`src/hdl/spike_vote_bandit_reward_core_defines.svh`:
```
// Assertion macros shared by the spike vote bandit reward block.
`ifndef SPIKE_VOTE_BANDIT_REWARD_CORE_DEFINES_SVH
`define SPIKE_VOTE_BANDIT_REWARD_CORE_DEFINES_SVH

// Same-cycle implication, disabled while reset is asserted.
`define SVBR_ASSERT_IMP(label, clk, rst_n, ante, cons) \
  label: assert property (@(posedge clk) disable iff (!rst_n) (ante) |-> (cons)) \
    else $error("svbr: same-cycle check failed");

// Next-cycle implication, disabled while reset is asserted.
`define SVBR_ASSERT_NXT(label, clk, rst_n, ante, cons) \
  label: assert property (@(posedge clk) disable iff (!rst_n) (ante) |=> (cons)) \
    else $error("svbr: next-cycle check failed");

`endif

```
`src/hdl/svbr_pkg.sv`:
```
// Types and constants of the spike vote bandit reward block.
`default_nettype none
package svbr_pkg;

  localparam int PROB_ARMS = 8;
  localparam int ARM_W     = 3;
  localparam int ROLL_W    = 16;
  localparam int PROB_W    = 16;
  localparam int FRAME_W   = 16;
  localparam int ACNT_W    = 4;
  localparam int SCORE_W   = 32;
  localparam int WCNT_W    = 16;
  localparam int CFG_W     = 64;
  localparam int CFG_IDX_W = 2;

  localparam logic [FRAME_W-1:0] FRAME_TICKS_RST = 16'd200;
  localparam logic [ACNT_W-1:0]  ARM_COUNT_RST   = 4'd8;

  typedef enum logic [CFG_IDX_W-1:0] {
    CFG_FRAME_TICKS = 2'd0,
    CFG_ARM_COUNT   = 2'd1,
    CFG_PROB_LO     = 2'd2,
    CFG_PROB_HI     = 2'd3
  } cfg_idx_t;

  typedef enum logic {
    KIND_SPIKE = 1'b0,
    KIND_TICK  = 1'b1
  } kind_t;

  typedef struct packed {
    logic              kind;
    logic [ARM_W-1:0]  arm;
    logic [ROLL_W-1:0] roll;
    logic [ARM_W-1:0]  fallback_arm;
  } in_item_t;

  typedef struct packed {
    logic [ARM_W-1:0]  choice;
    logic [WCNT_W-1:0] best;
  } vote_t;

endpackage
`default_nettype wire

```
`src/hdl/svbr_in_if.sv`:
```
// Input channel: spike events and timer ticks.
`default_nettype none
interface svbr_in_if;
  import svbr_pkg::*;

  logic              valid;
  logic              ready;
  logic              kind;
  logic [ARM_W-1:0]  arm;
  logic [ROLL_W-1:0] roll;
  logic [ARM_W-1:0]  fallback_arm;

  modport source (output valid, kind, arm, roll, fallback_arm, input ready);
  modport sink   (input valid, kind, arm, roll, fallback_arm, output ready);
endinterface
`default_nettype wire

```
`src/hdl/svbr_out_if.sv`:
```
// Result channel: one reward decision per frame.
`default_nettype none
interface svbr_out_if;
  import svbr_pkg::*;

  logic                      valid;
  logic                      ready;
  logic                      rewarded;
  logic [ARM_W-1:0]          chosen_arm;
  logic [WCNT_W-1:0]         winning_count;
  logic signed [SCORE_W-1:0] score;

  modport source (output valid, rewarded, chosen_arm, winning_count, score, input ready);
  modport sink   (input valid, rewarded, chosen_arm, winning_count, score, output ready);
endinterface
`default_nettype wire

```
`src/hdl/svbr_argmax.sv`:
```
// Argmax of eligible votes, low index wins ties; all zero: fallback if eligible, else last.
`default_nettype none
module svbr_argmax #(
  parameter int NUM        = 8,
  parameter int COUNT_BITS = 16
) (
  input  wire logic [COUNT_BITS-1:0]      counts [NUM],
  input  wire logic [svbr_pkg::ACNT_W-1:0] n_active,
  input  wire logic [svbr_pkg::ARM_W-1:0]  fallback_arm,
  output logic [svbr_pkg::ARM_W-1:0]       choice,
  output logic [COUNT_BITS-1:0]            best
);
  import svbr_pkg::*;

  logic [ACNT_W-1:0] fb_ext;

  always_comb begin
    fb_ext = {{(ACNT_W-ARM_W){1'b0}}, fallback_arm};
    if (fb_ext < n_active) begin
      choice = fallback_arm;
    end else begin
      choice = ARM_W'(n_active - ACNT_W'(1));
    end
    best = '0;
    for (int i = 0; i < NUM; i++) begin
      if (ACNT_W'(i) < n_active && counts[i] > best) begin
        best   = counts[i];
        choice = ARM_W'(i);
      end
    end
  end

endmodule
`default_nettype wire

```
`src/hdl/spike_vote_bandit_reward_core.sv`:
```
// Top level of the spike vote bandit reward block.
//
// in_ch carries spike events (kind 0, vote for arm) and timer ticks (kind 1,
// with roll and fallback_arm). A transaction completes when valid and ready
// are high at a rising clk edge; out_ch works the same way.
// Each accepted transaction lands in an input register; as it leaves it, the
// vote counters and frame counter are updated in one pass, and a tick that
// closes a frame updates the score and loads the result register, which drives
// out_ch.valid. One transaction is taken per cycle while no tick waits in the
// input register. The vote argmax over up to eight arms sets the longest path.
// When out_ch stalls with a result pending, spikes still flow; any tick
// waits in the input register until the result register frees.
// cfg_we writes register cfg_idx (0 frame_ticks, 1 arm_count, 2 prob_arms_lo,
// 3 prob_arms_hi) from cfg_wdata; write only while the block is idle.
// Synchronous active-low reset clears the counters, the score, both valid
// flags and restores frame_ticks 200, arm_count 8 and zero probabilities.
`default_nettype none
module spike_vote_bandit_reward_core #(
  parameter int MAX_ARMS   = 8,
  parameter int COUNT_BITS = 16
) (
  input  wire logic                             clk,
  input  wire logic                             rst_n,
  svbr_in_if.sink                               in_ch,
  svbr_out_if.source                            out_ch,
  input  wire logic                             cfg_we,
  input  wire logic [svbr_pkg::CFG_IDX_W-1:0]   cfg_idx,
  input  wire logic [svbr_pkg::CFG_W-1:0]       cfg_wdata
);
  import svbr_pkg::*;
  `include "spike_vote_bandit_reward_core_defines.svh"

  localparam int ELIG = (MAX_ARMS < PROB_ARMS) ? MAX_ARMS : PROB_ARMS;

  logic [FRAME_W-1:0]    frame_ticks_r;
  logic [ACNT_W-1:0]     arm_count_r;
  logic [CFG_W-1:0]      prob_lo_r;
  logic [CFG_W-1:0]      prob_hi_r;

  logic                  s1_valid_r;
  in_item_t              s1_item_r;
  logic                  s1_adv;
  logic                  decide;
  logic                  out_free;

  logic [COUNT_BITS-1:0] counts_r   [MAX_ARMS];
  logic [COUNT_BITS-1:0] counts_nxt [MAX_ARMS];
  logic [COUNT_BITS-1:0] elig_cnt   [ELIG];
  logic                  counts_zero;

  logic [FRAME_W-1:0]    frame_cnt_r;
  logic [FRAME_W-1:0]    frame_inc;
  logic [SCORE_W-1:0]    score_r;
  logic [SCORE_W-1:0]    score_nxt;

  logic [ACNT_W-1:0]     n_active;
  logic [ARM_W-1:0]      choice;
  logic [COUNT_BITS-1:0] best;
  logic [WCNT_W+COUNT_BITS-1:0] best_ext;
  logic [CFG_W-1:0]      prob_word;
  logic [PROB_W-1:0]     prob;
  logic                  reward;

  logic                  out_valid_r;
  logic                  rewarded_r;
  logic [ARM_W-1:0]      chosen_arm_r;
  logic [WCNT_W-1:0]     winning_count_r;

  // configuration
  always_ff @(posedge clk) begin
    if (!rst_n) begin
      frame_ticks_r <= FRAME_TICKS_RST;
      arm_count_r   <= ARM_COUNT_RST;
      prob_lo_r     <= '0;
      prob_hi_r     <= '0;
    end else if (cfg_we) begin
      unique case (cfg_idx_t'(cfg_idx))
        CFG_FRAME_TICKS: frame_ticks_r <= cfg_wdata[FRAME_W-1:0];
        CFG_ARM_COUNT:   arm_count_r   <= cfg_wdata[ACNT_W-1:0];
        CFG_PROB_LO:     prob_lo_r     <= cfg_wdata;
        CFG_PROB_HI:     prob_hi_r     <= cfg_wdata;
        default:         ;
      endcase
    end
  end

  // handshake
  assign out_free    = !out_valid_r || out_ch.ready;
  assign s1_adv      = s1_valid_r && (s1_item_r.kind == KIND_SPIKE || out_free);
  assign in_ch.ready = !s1_valid_r || s1_adv;

  always_ff @(posedge clk) begin
    if (!rst_n) begin
      s1_valid_r <= 1'b0;
    end else if (in_ch.ready) begin
      s1_valid_r <= in_ch.valid;
    end
  end

  always_ff @(posedge clk) begin
    if (in_ch.valid && in_ch.ready) begin
      s1_item_r.kind         <= in_ch.kind;
      s1_item_r.arm          <= in_ch.arm;
      s1_item_r.roll         <= in_ch.roll;
      s1_item_r.fallback_arm <= in_ch.fallback_arm;
    end
  end

  // frame and vote state
  assign frame_inc = frame_cnt_r + FRAME_W'(1);
  assign decide    = s1_item_r.kind == KIND_TICK && frame_inc == frame_ticks_r;

  always_comb begin
    counts_zero = 1'b1;
    for (int i = 0; i < MAX_ARMS; i++) begin
      counts_nxt[i] = counts_r[i];
      if (s1_adv && decide) begin
        counts_nxt[i] = '0;
      end else if (s1_adv && s1_item_r.kind == KIND_SPIKE &&
                   int'(s1_item_r.arm) == i && !(&counts_r[i])) begin
        counts_nxt[i] = counts_r[i] + COUNT_BITS'(1);
      end
      if (counts_r[i] != '0) counts_zero = 1'b0;
    end
    for (int i = 0; i < ELIG; i++) begin
      elig_cnt[i] = counts_r[i];
    end
  end

  always_ff @(posedge clk) begin
    if (!rst_n) begin
      for (int i = 0; i < MAX_ARMS; i++) counts_r[i] <= '0;
      frame_cnt_r <= '0;
      score_r     <= '0;
    end else begin
      counts_r <= counts_nxt;
      if (s1_adv && s1_item_r.kind == KIND_TICK) begin
        frame_cnt_r <= decide ? '0 : frame_inc;
      end
      if (s1_adv && decide) begin
        score_r <= score_nxt;
      end
    end
  end

  // decision
  always_comb begin
    if (arm_count_r == '0) begin
      n_active = ACNT_W'(1);
    end else if (arm_count_r > ACNT_W'(ELIG)) begin
      n_active = ACNT_W'(ELIG);
    end else begin
      n_active = arm_count_r;
    end
  end

  svbr_argmax #(
    .NUM        (ELIG),
    .COUNT_BITS (COUNT_BITS)
  ) u_argmax (
    .counts       (elig_cnt),
    .n_active     (n_active),
    .fallback_arm (s1_item_r.fallback_arm),
    .choice       (choice),
    .best         (best)
  );

  assign prob_word = choice[ARM_W-1] ? prob_hi_r : prob_lo_r;
  assign prob      = prob_word[choice[1:0]*PROB_W +: PROB_W];
  assign reward    = s1_item_r.roll < prob;
  assign score_nxt = reward ? score_r + SCORE_W'(1) : score_r - SCORE_W'(1);
  assign best_ext  = {{WCNT_W{1'b0}}, best};

  // result register
  always_ff @(posedge clk) begin
    if (!rst_n) begin
      out_valid_r <= 1'b0;
    end else if (s1_adv && decide) begin
      out_valid_r <= 1'b1;
    end else if (out_ch.ready) begin
      out_valid_r <= 1'b0;
    end
  end

  always_ff @(posedge clk) begin
    if (s1_adv && decide) begin
      rewarded_r      <= reward;
      chosen_arm_r    <= choice;
      winning_count_r <= best_ext[WCNT_W-1:0];
    end
  end

  assign out_ch.valid         = out_valid_r;
  assign out_ch.rewarded      = rewarded_r;
  assign out_ch.chosen_arm    = chosen_arm_r;
  assign out_ch.winning_count = winning_count_r;
  assign out_ch.score         = $signed(score_r);

  // checks
  `SVBR_ASSERT_NXT(a_decide_loads_out, clk, rst_n, s1_adv && decide, out_valid_r)
  `SVBR_ASSERT_NXT(a_decide_clears_frame, clk, rst_n, s1_adv && decide, frame_cnt_r == '0)
  `SVBR_ASSERT_NXT(a_decide_clears_votes, clk, rst_n, s1_adv && decide, counts_zero)
  `SVBR_ASSERT_IMP(a_tick_waits_for_room, clk, rst_n, s1_valid_r && s1_item_r.kind == KIND_TICK && !out_free, !s1_adv)

endmodule
`default_nettype wire
```
`src/flat_wrapper.sv`:
```
// flat-port wrapper written by rule: the top's interface ports become plain ports
module spike_vote_bandit_reward_core_flat import svbr_pkg::*;
#(
  parameter int MAX_ARMS   = 8,
  parameter int COUNT_BITS = 16
)
  (clk, rst_n, cfg_we, cfg_idx, cfg_wdata, in_ch_valid, in_ch_kind, in_ch_arm, in_ch_roll, in_ch_fallback_arm, in_ch_ready, out_ch_valid, out_ch_rewarded, out_ch_chosen_arm, out_ch_winning_count, out_ch_score, out_ch_ready);
  svbr_in_if in_ch_i ();
  svbr_out_if out_ch_i ();
  input  wire logic clk;
  input  wire logic rst_n;
  input  wire logic cfg_we;
  input  wire logic [svbr_pkg::CFG_IDX_W-1:0] cfg_idx;
  input  wire logic [svbr_pkg::CFG_W-1:0] cfg_wdata;
  input wire logic [$bits(in_ch_i.valid)-1:0] in_ch_valid;
  input wire logic [$bits(in_ch_i.kind)-1:0] in_ch_kind;
  input wire logic [$bits(in_ch_i.arm)-1:0] in_ch_arm;
  input wire logic [$bits(in_ch_i.roll)-1:0] in_ch_roll;
  input wire logic [$bits(in_ch_i.fallback_arm)-1:0] in_ch_fallback_arm;
  output wire logic [$bits(in_ch_i.ready)-1:0] in_ch_ready;
  output wire logic [$bits(out_ch_i.valid)-1:0] out_ch_valid;
  output wire logic [$bits(out_ch_i.rewarded)-1:0] out_ch_rewarded;
  output wire logic [$bits(out_ch_i.chosen_arm)-1:0] out_ch_chosen_arm;
  output wire logic [$bits(out_ch_i.winning_count)-1:0] out_ch_winning_count;
  output wire logic [$bits(out_ch_i.score)-1:0] out_ch_score;
  input wire logic [$bits(out_ch_i.ready)-1:0] out_ch_ready;
  assign in_ch_i.valid = in_ch_valid;
  assign in_ch_i.kind = in_ch_kind;
  assign in_ch_i.arm = in_ch_arm;
  assign in_ch_i.roll = in_ch_roll;
  assign in_ch_i.fallback_arm = in_ch_fallback_arm;
  assign in_ch_ready = in_ch_i.ready;
  assign out_ch_valid = out_ch_i.valid;
  assign out_ch_rewarded = out_ch_i.rewarded;
  assign out_ch_chosen_arm = out_ch_i.chosen_arm;
  assign out_ch_winning_count = out_ch_i.winning_count;
  assign out_ch_score = out_ch_i.score;
  assign out_ch_i.ready = out_ch_ready;
  spike_vote_bandit_reward_core #(.MAX_ARMS(MAX_ARMS), .COUNT_BITS(COUNT_BITS)) u_core (.clk(clk), .rst_n(rst_n), .in_ch(in_ch_i), .out_ch(out_ch_i), .cfg_we(cfg_we), .cfg_idx(cfg_idx), .cfg_wdata(cfg_wdata));
endmodule
```
`config.mk`:
```
export PLATFORM = sky130hd
export DESIGN_NAME = spike_vote_bandit_reward_core_flat
export DESIGN_NICKNAME = d
export VERILOG_FILES = /design/src/hdl/svbr_pkg.sv /design/src/hdl/svbr_in_if.sv /design/src/hdl/svbr_out_if.sv /design/src/hdl/svbr_argmax.sv /design/src/hdl/spike_vote_bandit_reward_core.sv /design/src/flat_wrapper.sv
export VERILOG_INCLUDE_DIRS = /design/src /design/src/hdl
export SDC_FILE = /design/constraint.sdc
export NUM_CORES = 1
export LEC_CHECK = 0
export BUFFER_PORTS_ARGS = -buffer_cell sky130_fd_sc_hd__buf_2
export CAP_MARGIN = 5
export CORE_MARGIN = 3
export CORE_UTILIZATION = 50
export CTS_BUF_LIST = sky130_fd_sc_hd__clkbuf_16
export DETAILED_ROUTE_END_ITERATION = 12
export GPL_TIMING_DRIVEN = 0
export HOLD_SLACK_MARGIN = 0.12
export PLACE_DENSITY = 0.69
export SYNTH_ARGS = -nofsm -noshare
export SYNTH_HDL_FRONTEND = slang
export SYNTH_SLANG_ARGS = --single-unit
```
`constraint.sdc`:
```
create_clock -name clk -period 31.8 [get_ports clk]
set_input_delay 4.77 -clock clk [delete_from_list [all_inputs] [get_ports clk]]
set_output_delay 4.77 -clock clk [all_outputs]
set_load 0.1 [all_outputs]
```
==> results.tsv, run 1 <==
metric	value	unit
TritonCTS clock tree	done	
Pwr per Cell Area	71.4	mW/mm^2
main combinational cell family by area after synthesis	simple AND/OR/NAND/NOR gates	
Worst VDD drop	0.0467	mV
placed cells	3436	
drt total wl	63.5	mm
Crit Path Category	reg2reg	
Vias	20000	
syn_nets	2970	
Hold Fails Final Rpt	0	
drt first-iter violations	1611	
simple logic cell fraction of the synthesized area	22.3	%
post-synthesis sequential area ratio	35.5	%
synthesized cell area	0.0220	sq mm
Die W	216	um
final setup violation count	0	
most frequent cells in the layout	nand2_1, dfxtp_1, nor2_1	
Slowest-stage cell, CP	o21ai_1	
CP dominant cell by count	a21oi_1	
Clk Tree Root Cell	clkbuf_16	
Avg WL per Cell	18.1	um
Leak	10.0	nW
PostCTS Resize Cnt	0	
CTS clk-pin slew, worst paths	0.06	ns
mux contribution to synthesized area	4.97	%
Final Slew Violations	0	
Async SR Flop Fraction	0	%
Post-CTS Hold Fix Bufs	0	
worst path arrival time	29.99	ns
Ports	148	
largest net degree at the start of global routing	35	
Yosys reg bits	369	
RSZ-0062 raised after global routing	false	
total internal power	1.09	mW
Final Power	1.78	mW
# rows	76	
post-synthesis compound-gate area fraction	16.8	%
Hold Crit Class	reg2reg	
clk_lat worst skew	0.58	ns
commonest non-fill, non-tap cell in the layout	nand2_1	
clk_skew	0.0179	ns
GR Util All Layers	26.6	%
GP Congestion	0.945	
top post-synthesis cells by area	dfxtp_1, ha_1, nand2_1	
postcts setup bufs	0	
fin crit share	92.8	%
share of cells above drive strength 1	9.45	%
dominant synthesized flop cell	dfxtp_1	
DR DRC count	0	
critical path fanouts, max	26	
Startpoint Class	flop	
die area	0.0466	sq mm
vias in the first global route	19300	
Buffers on Ports	145	
clk sinks	369	
Slew @ Worst Pin	1.09	ns
1st-pass router iterations	8	
hpwl dp	48.2	mm
post-route ant nets	0	
Clk pwr share	28.1	%
Post-synth EDFFs	43	
first-pass GRT wire length	101	mm
Final Non-Filler Cells	3519	
fin crit period	29.52	ns
Ys Warns	0	
synthesis-to-layout area growth	13.4	%
Setup crit end kind	flop	
synth unique cells	81	
fraction of the mapped netlist area in adder cells	9.74	%
max cap viols	0	
Die H	216	um
post-synth top area share	29.6	%
Max stage delay on crit path	0.65	ns
post-place setup slack	2.24	ns
status	finished, final reports clean	
core area	0.0433	sq mm
fmax	33.9	MHz
Max Root-Sink Buffers	3	
initial antenna violation count	2	
Post-Synth XOR/XNOR Area	6.79	%
P_sw	0.695	mW
setup TNS	0	ns
Synth Instances	2705	
Max-slew headroom	27.4	%
Remaining Overflow, GRT	0	
WP data required	32.26	ns
sequential share of power	27.7	%
cell accounting for the most synthesized area	dfxtp_1	
Layout Nets	3163	
synthesized area per cell	8.15	sq um
CTS buffer count	44	
Comb power frac	44.1	%
Sw Ratio	39.0	%
post-DR vias/cell	5.67	
final setup margin	2.28	ns
H-tree levels	2	
Starting Density	50.9	%
## registers in the layout, summed over array words and instances (netlist names)
name / flops
u_core.arm_count_r: 4
u_core.counts_r: 128
u_core.frame_cnt_r: 16
u_core.frame_ticks_r: 16
u_core.out_ch.chosen_arm: 3
u_core.out_ch.rewarded: 1
u_core.out_ch.score: 32
u_core.out_ch.valid: 1
u_core.out_ch.winning_count: 16
u_core.prob_hi_r: 64
u_core.prob_lo_r: 64
u_core.s1_item_r: 23
u_core.s1_valid_r: 1
## power by group through the flow
stage / logic (mW) / clock network [mW] / registers, mW
3_5_place_dp: 0.756 / 0 / 0.505
5_1_grt: 0.868 / 0.529 / 0.496
3_3_place_gp: 0.735 / 0 / 0.505
2_1_floorplan: 0.565 / 0 / 0.502
4_1_cts: 0.763 / 0.512 / 0.495
6_report: 0.788 / 0.502 / 0.495
## cell type report
cell class | count | area [sq um]
clock buffer | 45 | 1130
multi-input combinational | 2108 | 13400
clock inverter | 35 | 297
antenna | 2 | 5.00
inverter | 110 | 413
sequential | 369 | 7820
tap | 585 | 732
buffer | 118 | 469
timing repair buffer | 147 | 773
fill | 3969 | 18300
## routing by layer
metal	wire, um	part of all wire [%]	up-vias	global-route usage (%)
li1	-	-	9765	-
met3	4090	6.4	134	4.29
met5	0	0	-	0
met2	29300	46	575	44.1
met1	27700	44	9487	34.9
met4	2490	3.9	0	10.2
## cells by family after synthesis
group                    count (synthesis)
AO/OA/AOI/OAI                          562
XOR/XNOR                               171
adder cells (fa/ha/maj)                171
buffers and inverters                  228
flip-flops                             369
multiplexers                           105
AND/OR/NAND/NOR                       1099
## critical path, delay by kind of cell, from the launching register on
kind                     cells  cell delay, ns
AND/OR/NAND/NOR             30            5.70
AO/OA/AOI/OAI               51           12.99
flip-flops                   1            0.30
adder cells (fa/ha/maj)     10            2.95
buffers and inverters       21            6.70
multiplexers                 3            0.60
## synth_stat cells, drive strengths merged, types with 36 or more instances
master	number
edfxtp	43
ha	170
xor2	42
nand2	488
nor2	286
o21ai	101
xnor2	129
mux2	36
inv	110
clkbuf	96
dfxtp	326
a21oi	146
nand3	77
mux2i	69
a21boi	160
## worst paths after layout
kind	slack, ns	from	cells past startpoint	endpoint
hold reg to reg	0.46	u_core.prob_lo_r[26]	2	u_core.prob_lo_r[26]
hold / removal	0.46	u_core.prob_lo_r[26]	2	u_core.prob_lo_r[26]
setup / recovery	2.28	u_core.arm_count_r[3]	115	u_core.out_ch.score[31]
setup reg to reg	2.28	u_core.arm_count_r[3]	115	u_core.out_ch.score[31]
## through the flow
stage          instance area [sq um]  utilization [%]  hold slack [ns]
2_1_floorplan                  22000                -            0.439
3_3_place_gp                   23500             54.3            0.448
3_5_place_dp                   23500             54.4            0.454
4_1_cts                        25000             57.7            0.465
5_1_grt                        25000             57.8            0.484
6_report                       25000             57.8            0.464
Power figures use the tool's default switching activity.
==> inputs of run 2 (changes only) <==
--- a/config.mk
+++ b/config.mk
@@ -8,7 +8,7 @@
 export LEC_CHECK = 0
 export BUFFER_PORTS_ARGS = -buffer_cell sky130_fd_sc_hd__buf_2
 export CAP_MARGIN = 5
-export CORE_MARGIN = 3
+export CORE_MARGIN = 2
 export CORE_UTILIZATION = 50
 export CTS_BUF_LIST = sky130_fd_sc_hd__clkbuf_16
 export DETAILED_ROUTE_END_ITERATION = 12
==> run 2 against run 1 <==
Power is 1.4% lower. Combinational power about the same. Wire length down 1.9%.
==> results.tsv, run 2 (same netlist as run 1, synthesis figures left out) <==
metric	value	unit
vias in the first global route	19000	
Ports	148	
H-tree levels	2	
RSZ-0062 raised after global routing	false	
final setup margin	2.42	ns
fin crit share	92.4	%
die area	0.0458	sq mm
clk sinks	369	
Max-slew headroom	26.0	%
P_sw	0.691	mW
Comb power frac	44.8	%
GR Util All Layers	26.8	%
Buffers on Ports	145	
fmax	34.0	MHz
worst path bufs/invs	21	
Vias	19700	
clk_skew	0.0237	ns
first-pass GRT wire length	99.8	mm
Final Slew Violations	0	
# rows	76	
Die W	214	um
Max Root-Sink Buffers	3	
Layout Nets	3162	
status	finished, final reports clean	
initial antenna violation count	1	
Starting Density	50.9	%
Hold Fails Final Rpt	0	
drt total wl	62.3	mm
critical path fanouts, max	26	
GP Congestion	0.927	
post-DR vias/cell	5.62	
Crit Path Category	reg2reg	
final setup violation count	0	
Setup crit end kind	flop	
Hold Crit Class	reg2reg	
DR DRC count	0	
Largest Register	u_core.counts_r	
Die H	214	um
clk_lat worst skew	0.58	ns
TritonCTS clock tree	done	
max cap viols	0	
register-to-register setup slack	2.42	ns
commonest non-fill, non-tap cell in the layout	nand2_1	
post-route ant nets	0	
drt first-iter violations	1480	
Slew @ Worst Pin	1.11	ns
WP data required	32.27	ns
Clk pwr share	27.1	%
CTS clk-pin slew, worst paths	0.06	ns
Leak	9.97	nW
Max stage delay on crit path	0.55	ns
Clk Tree Root Cell	clkbuf_16	
top flop regs	u_core.counts_r: 128 flops, u_core.prob_hi_r: 64 flops, u_core.prob_lo_r: 64 flops	
Sw Ratio	39.3	%
largest net degree at the start of global routing	35	
core area	0.0433	sq mm
setup TNS	0	ns
1st-pass router iterations	5	
final core utilization	57.6	%
most frequent cells in the layout	nand2_1, dfxtp_1, nor2_1	
worst path arrival time	29.85	ns
Final Non-Filler Cells	3514	
fin crit period	29.38	ns
Pwr per Cell Area	70.6	mW/mm^2
max reg flops	128	
Worst VDD drop	0.0522	mV
synthesis-to-layout area growth	13.0	%
Remaining Overflow, GRT	0	
Startpoint Class	flop	
postcts setup bufs	0	
CTS buffer count	43	
CP dominant cell by count	a21oi_1	
Crit path max-delay family	compound AO/OA/AOI/OAI gates	
total internal power	1.07	mW
post-place setup slack	2.37	ns
placed cells	3436	
hpwl dp	47.6	mm
share of cells above drive strength 1	9.32	%
Avg WL per Cell	17.7	um
sequential share of power	28.1	%
Slowest-stage cell, CP	or4_1	
## run 2: final timing paths
| check | startpoint | end | depth (start not counted) |
|---|---|---|---|
| worst max-delay path | u_core.arm_count_r[3] | u_core.out_ch.score[31] | 115 |
| worst min-delay path | u_core.prob_lo_r[54] | u_core.prob_lo_r[54] | 2 |
| worst max register to register | u_core.arm_count_r[3] | u_core.out_ch.score[31] | 115 |
| worst min register to register | u_core.prob_lo_r[54] | u_core.prob_lo_r[54] | 2 |
## run 2: stage by stage
step | area [sq um] | total power [mW] | hold WS [ns]
floorplan | 22000 | 1.07 | 0.439
global placement | 23500 | 1.24 | 0.447
detailed placement | 23500 | 1.26 | 0.453
CTS | 24900 | 1.74 | 0.462
global route | 24900 | 1.87 | 0.480
finish | 24900 | 1.76 | 0.460
## run 2: power by group through the flow
stage / clock [mW] / combinational (mW) / sequential (mW)
after floorplan: 0 / 0.565 / 0.502
after global placement: 0 / 0.738 / 0.504
after detailed placement: 0 / 0.758 / 0.504
after CTS: 0.485 / 0.763 / 0.494
after global routing: 0.503 / 0.867 / 0.495
final: 0.476 / 0.788 / 0.494
## run 2: timing repair
item                                    in CTS  in global routing
endpoints found under the setup margin       0                  1
hold buffers                                 0                  0
gates resized for setup                      0                  1
## run 2: layout make-up
type | count | area, sq um
Fill cell | 4037 | 18400
Multi-Input combinational cell | 2108 | 13400
Clock inverter | 32 | 236
Buffer | 118 | 469
Antenna cell | 1 | 2.50
Clock buffer | 44 | 1100
Inverter | 110 | 413
Timing Repair Buffer | 147 | 773
Sequential cell | 369 | 7820
Tap cell | 585 | 732
## run 2: worst reg2reg max path, delay by kind of cell, from the launching register on
family                   cells  cell delay [ns]
AO/OA/AOI/OAI               51            12.79
adder cells (fa/ha/maj)     10             3.03
multiplexers                 3             0.57
AND/OR/NAND/NOR             30             5.64
buffers and inverters       21             6.93
flip-flops                   1             0.30
## run 2: routing by layer
| metal | wire [um] | up-vias | track usage (%) | part of all wire (%) |
|---|---|---|---|---|
| met5 | 0 | - | 0 | 0 |
| met4 | 2070 | 0 | 10.0 | 3.3 |
| met3 | 3620 | 116 | 3.92 | 5.8 |
| met2 | 28800 | 566 | 44.0 | 46 |
| met1 | 27800 | 9320 | 35.7 | 45 |
| li1 | - | 9742 | - | - |
==> inputs of run 3 (changes only) <==
--- a/config.mk
+++ b/config.mk
@@ -10,7 +10,7 @@
 export CAP_MARGIN = 5
 export CORE_MARGIN = 2
 export CORE_UTILIZATION = 50
-export CTS_BUF_LIST = sky130_fd_sc_hd__clkbuf_16
+export CTS_BUF_LIST = sky130_fd_sc_hd__clkbuf_4 sky130_fd_sc_hd__clkbuf_8 sky130_fd_sc_hd__clkbuf_16
 export DETAILED_ROUTE_END_ITERATION = 12
 export GPL_TIMING_DRIVEN = 0
 export HOLD_SLACK_MARGIN = 0.12
==> run 3 against run 2 <==
Die area is the same. Fmax shrank 0.59%. Cell count is the same. Non-clock buffer count is the same. Sequential share of layout area shrank 0.16 points. Combinational power is essentially flat. Power grew 2.1%. Critical path depth is the same. Utilization grew 0.29 points. Register-to-register slack lost 0.17 ns. Sequential power is essentially flat. Global-route usage is essentially flat. Critical path type unchanged.
==> results.tsv, run 3 (same netlist as run 1, synthesis figures left out) <==
metric	value	unit
vias in the first global route	19000	
synthesis-to-layout area growth	13.6	%
Vias	19800	
CTS clk-pin slew, worst paths	0.06	ns
fmax	33.8	MHz
Buffers on Ports	145	
most frequent cells in the layout	nand2_1, dfxtp_1, nor2_1	
worst reg2reg path startpoint	u_core.arm_count_r[3]	
Clk pwr share	28.5	%
clk sinks	369	
max reg flops	128	
Clk Tree Root Cell	clkbuf_16	
TritonCTS clock tree	done	
Max stage delay on crit path	0.64	ns
CP dominant cell by count	a21oi_1	
post-DR vias/cell	5.63	
critical path fanouts, max	26	
worst hold slack	0.460	ns
share of cells above drive strength 1	9.94	%
Comb power frac	44.0	%
Final Slew Violations	0	
Max Root-Sink Buffers	3	
Die H	214	um
max cap viols	0	
drt total wl	62.5	mm
Largest Register	u_core.counts_r	
Setup crit end kind	flop	
Leak	10.0	nW
Post-CTS Hold Fix Bufs	0	
Crit Path Category	reg2reg	
worst path bufs/invs	21	
final setup violation count	0	
Hold Fails Final Rpt	0	
Starting Density	50.9	%
top flop regs	u_core.counts_r: 128 flops, u_core.prob_hi_r: 64 flops, u_core.prob_lo_r: 64 flops	
post-route ant nets	0	
1st-pass router iterations	6	
fin crit share	92.9	%
Worst VDD drop	0.0526	mV
worst reg2reg path depth	115	
GR Util All Layers	26.8	%
Slew @ Worst Pin	1.11	ns
worst hold path startpoint	u_core.prob_lo_r[54]	
Die W	214	um
worst path arrival time	30.03	ns
Hold Crit Class	reg2reg	
placed cells	3436	
Crit path max-delay family	compound AO/OA/AOI/OAI gates	
Hold Path Sink	u_core.prob_lo_r[54]	
Avg WL per Cell	17.8	um
Max-slew headroom	25.7	%
initial antenna violation count	1	
final core utilization	57.9	%
Startpoint Class	flop	
# rows	76	
core area	0.0433	sq mm
postcts setup bufs	0	
drt first-iter violations	1442	
WP data required	32.27	ns
DR DRC count	0	
P_sw	0.693	mW
clk_skew	0.0249	ns
Worst Hold Depth	2	
H-tree levels	2	
status	finished, final reports clean	
total internal power	1.10	mW
largest net degree at the start of global routing	35	
hpwl dp	47.6	mm
Remaining Overflow, GRT	0	
Final Non-Filler Cells	3514	
Slowest-stage cell, CP	o21ai_1	
CTS buffer count	43	
commonest non-fill, non-tap cell in the layout	nand2_1	
first-pass GRT wire length	99.9	mm
sequential share of power	27.5	%
clk_lat worst skew	0.58	ns
PostCTS Resize Cnt	0	
Pwr per Cell Area	71.7	mW/mm^2
register-to-register setup slack	2.24	ns
Layout Nets	3162	
Sw Ratio	38.6	%
fin crit period	29.56	ns
RSZ-0062 raised after global routing	false	
Ports	148	
GP Congestion	0.927	
setup TNS	0	ns
R2R Path End	u_core.out_ch.score[31]	
die area	0.0458	sq mm
## run 3: worst max-delay path by stage
stage                          start                       to  slack, ns  cells past startpoint
6_report       u_core.arm_count_r[3]  u_core.out_ch.score[31]       2.24                    115
5_1_grt        u_core.arm_count_r[3]  u_core.out_ch.score[31]       0.03                    115
4_1_cts        u_core.arm_count_r[3]  u_core.out_ch.score[31]       2.25                    114
3_5_place_dp   u_core.arm_count_r[3]  u_core.out_ch.score[31]       2.37                    114
2_1_floorplan  u_core.arm_count_r[3]  u_core.out_ch.score[31]       8.88                    115
3_3_place_gp   u_core.arm_count_r[3]  u_core.out_ch.score[31]       2.62                    114
## run 3: stage by stage
| step | setup slack (ns) | instance area, sq um | power, mW |
|---|---|---|---|
| 2_1_floorplan | 8.88 | 22000 | 1.07 |
| 3_3_place_gp | 2.62 | 23500 | 1.24 |
| 3_5_place_dp | 2.37 | 23500 | 1.26 |
| 4_1_cts | 2.25 | 25000 | 1.78 |
| 5_1_grt | 0.0332 | 25000 | 1.90 |
| 6_report | 2.24 | 25000 | 1.79 |
## run 3: metal layers
layer | global-route usage [%] | vias to the layer above | part of all wire [%]
met5 | 0 | - | 0
met4 | 10.3 | 0 | 3.5
met2 | 44.1 | 591 | 46
met3 | 3.86 | 136 | 6.2
met1 | 35.6 | 9328 | 44
li1 | - | 9743 | -
## run 3: layout make-up
class,count,area (sq um)
Fill cell,4012,18200
Buffer,118,469
Timing Repair Buffer,147,773
Clock buffer,63,1300
Multi-Input combinational cell,2108,13400
Inverter,110,413
Clock inverter,13,165
Antenna cell,1,2.50
Sequential cell,369,7820
Tap cell,585,732
## run 3: power groups by stage
stage | Combinational (mW) | Sequential [mW] | Clock, mW
after floorplan | 0.565 | 0.502 | 0
after global placement | 0.738 | 0.504 | 0
final | 0.789 | 0.494 | 0.511
after detailed placement | 0.758 | 0.504 | 0
after global routing | 0.868 | 0.495 | 0.537
after CTS | 0.763 | 0.494 | 0.519
## run 3: worst register-to-register path, delay by kind of cell, from the launching register on
family | cells | cell delay [ns]
muxes | 3 | 0.57
buffers and inverters | 21 | 6.94
adders and majority gates | 10 | 2.99
DFF | 1 | 0.30
AOI/OAI and AO/OA | 53 | 13.19
and+or+nand+nor | 28 | 5.46
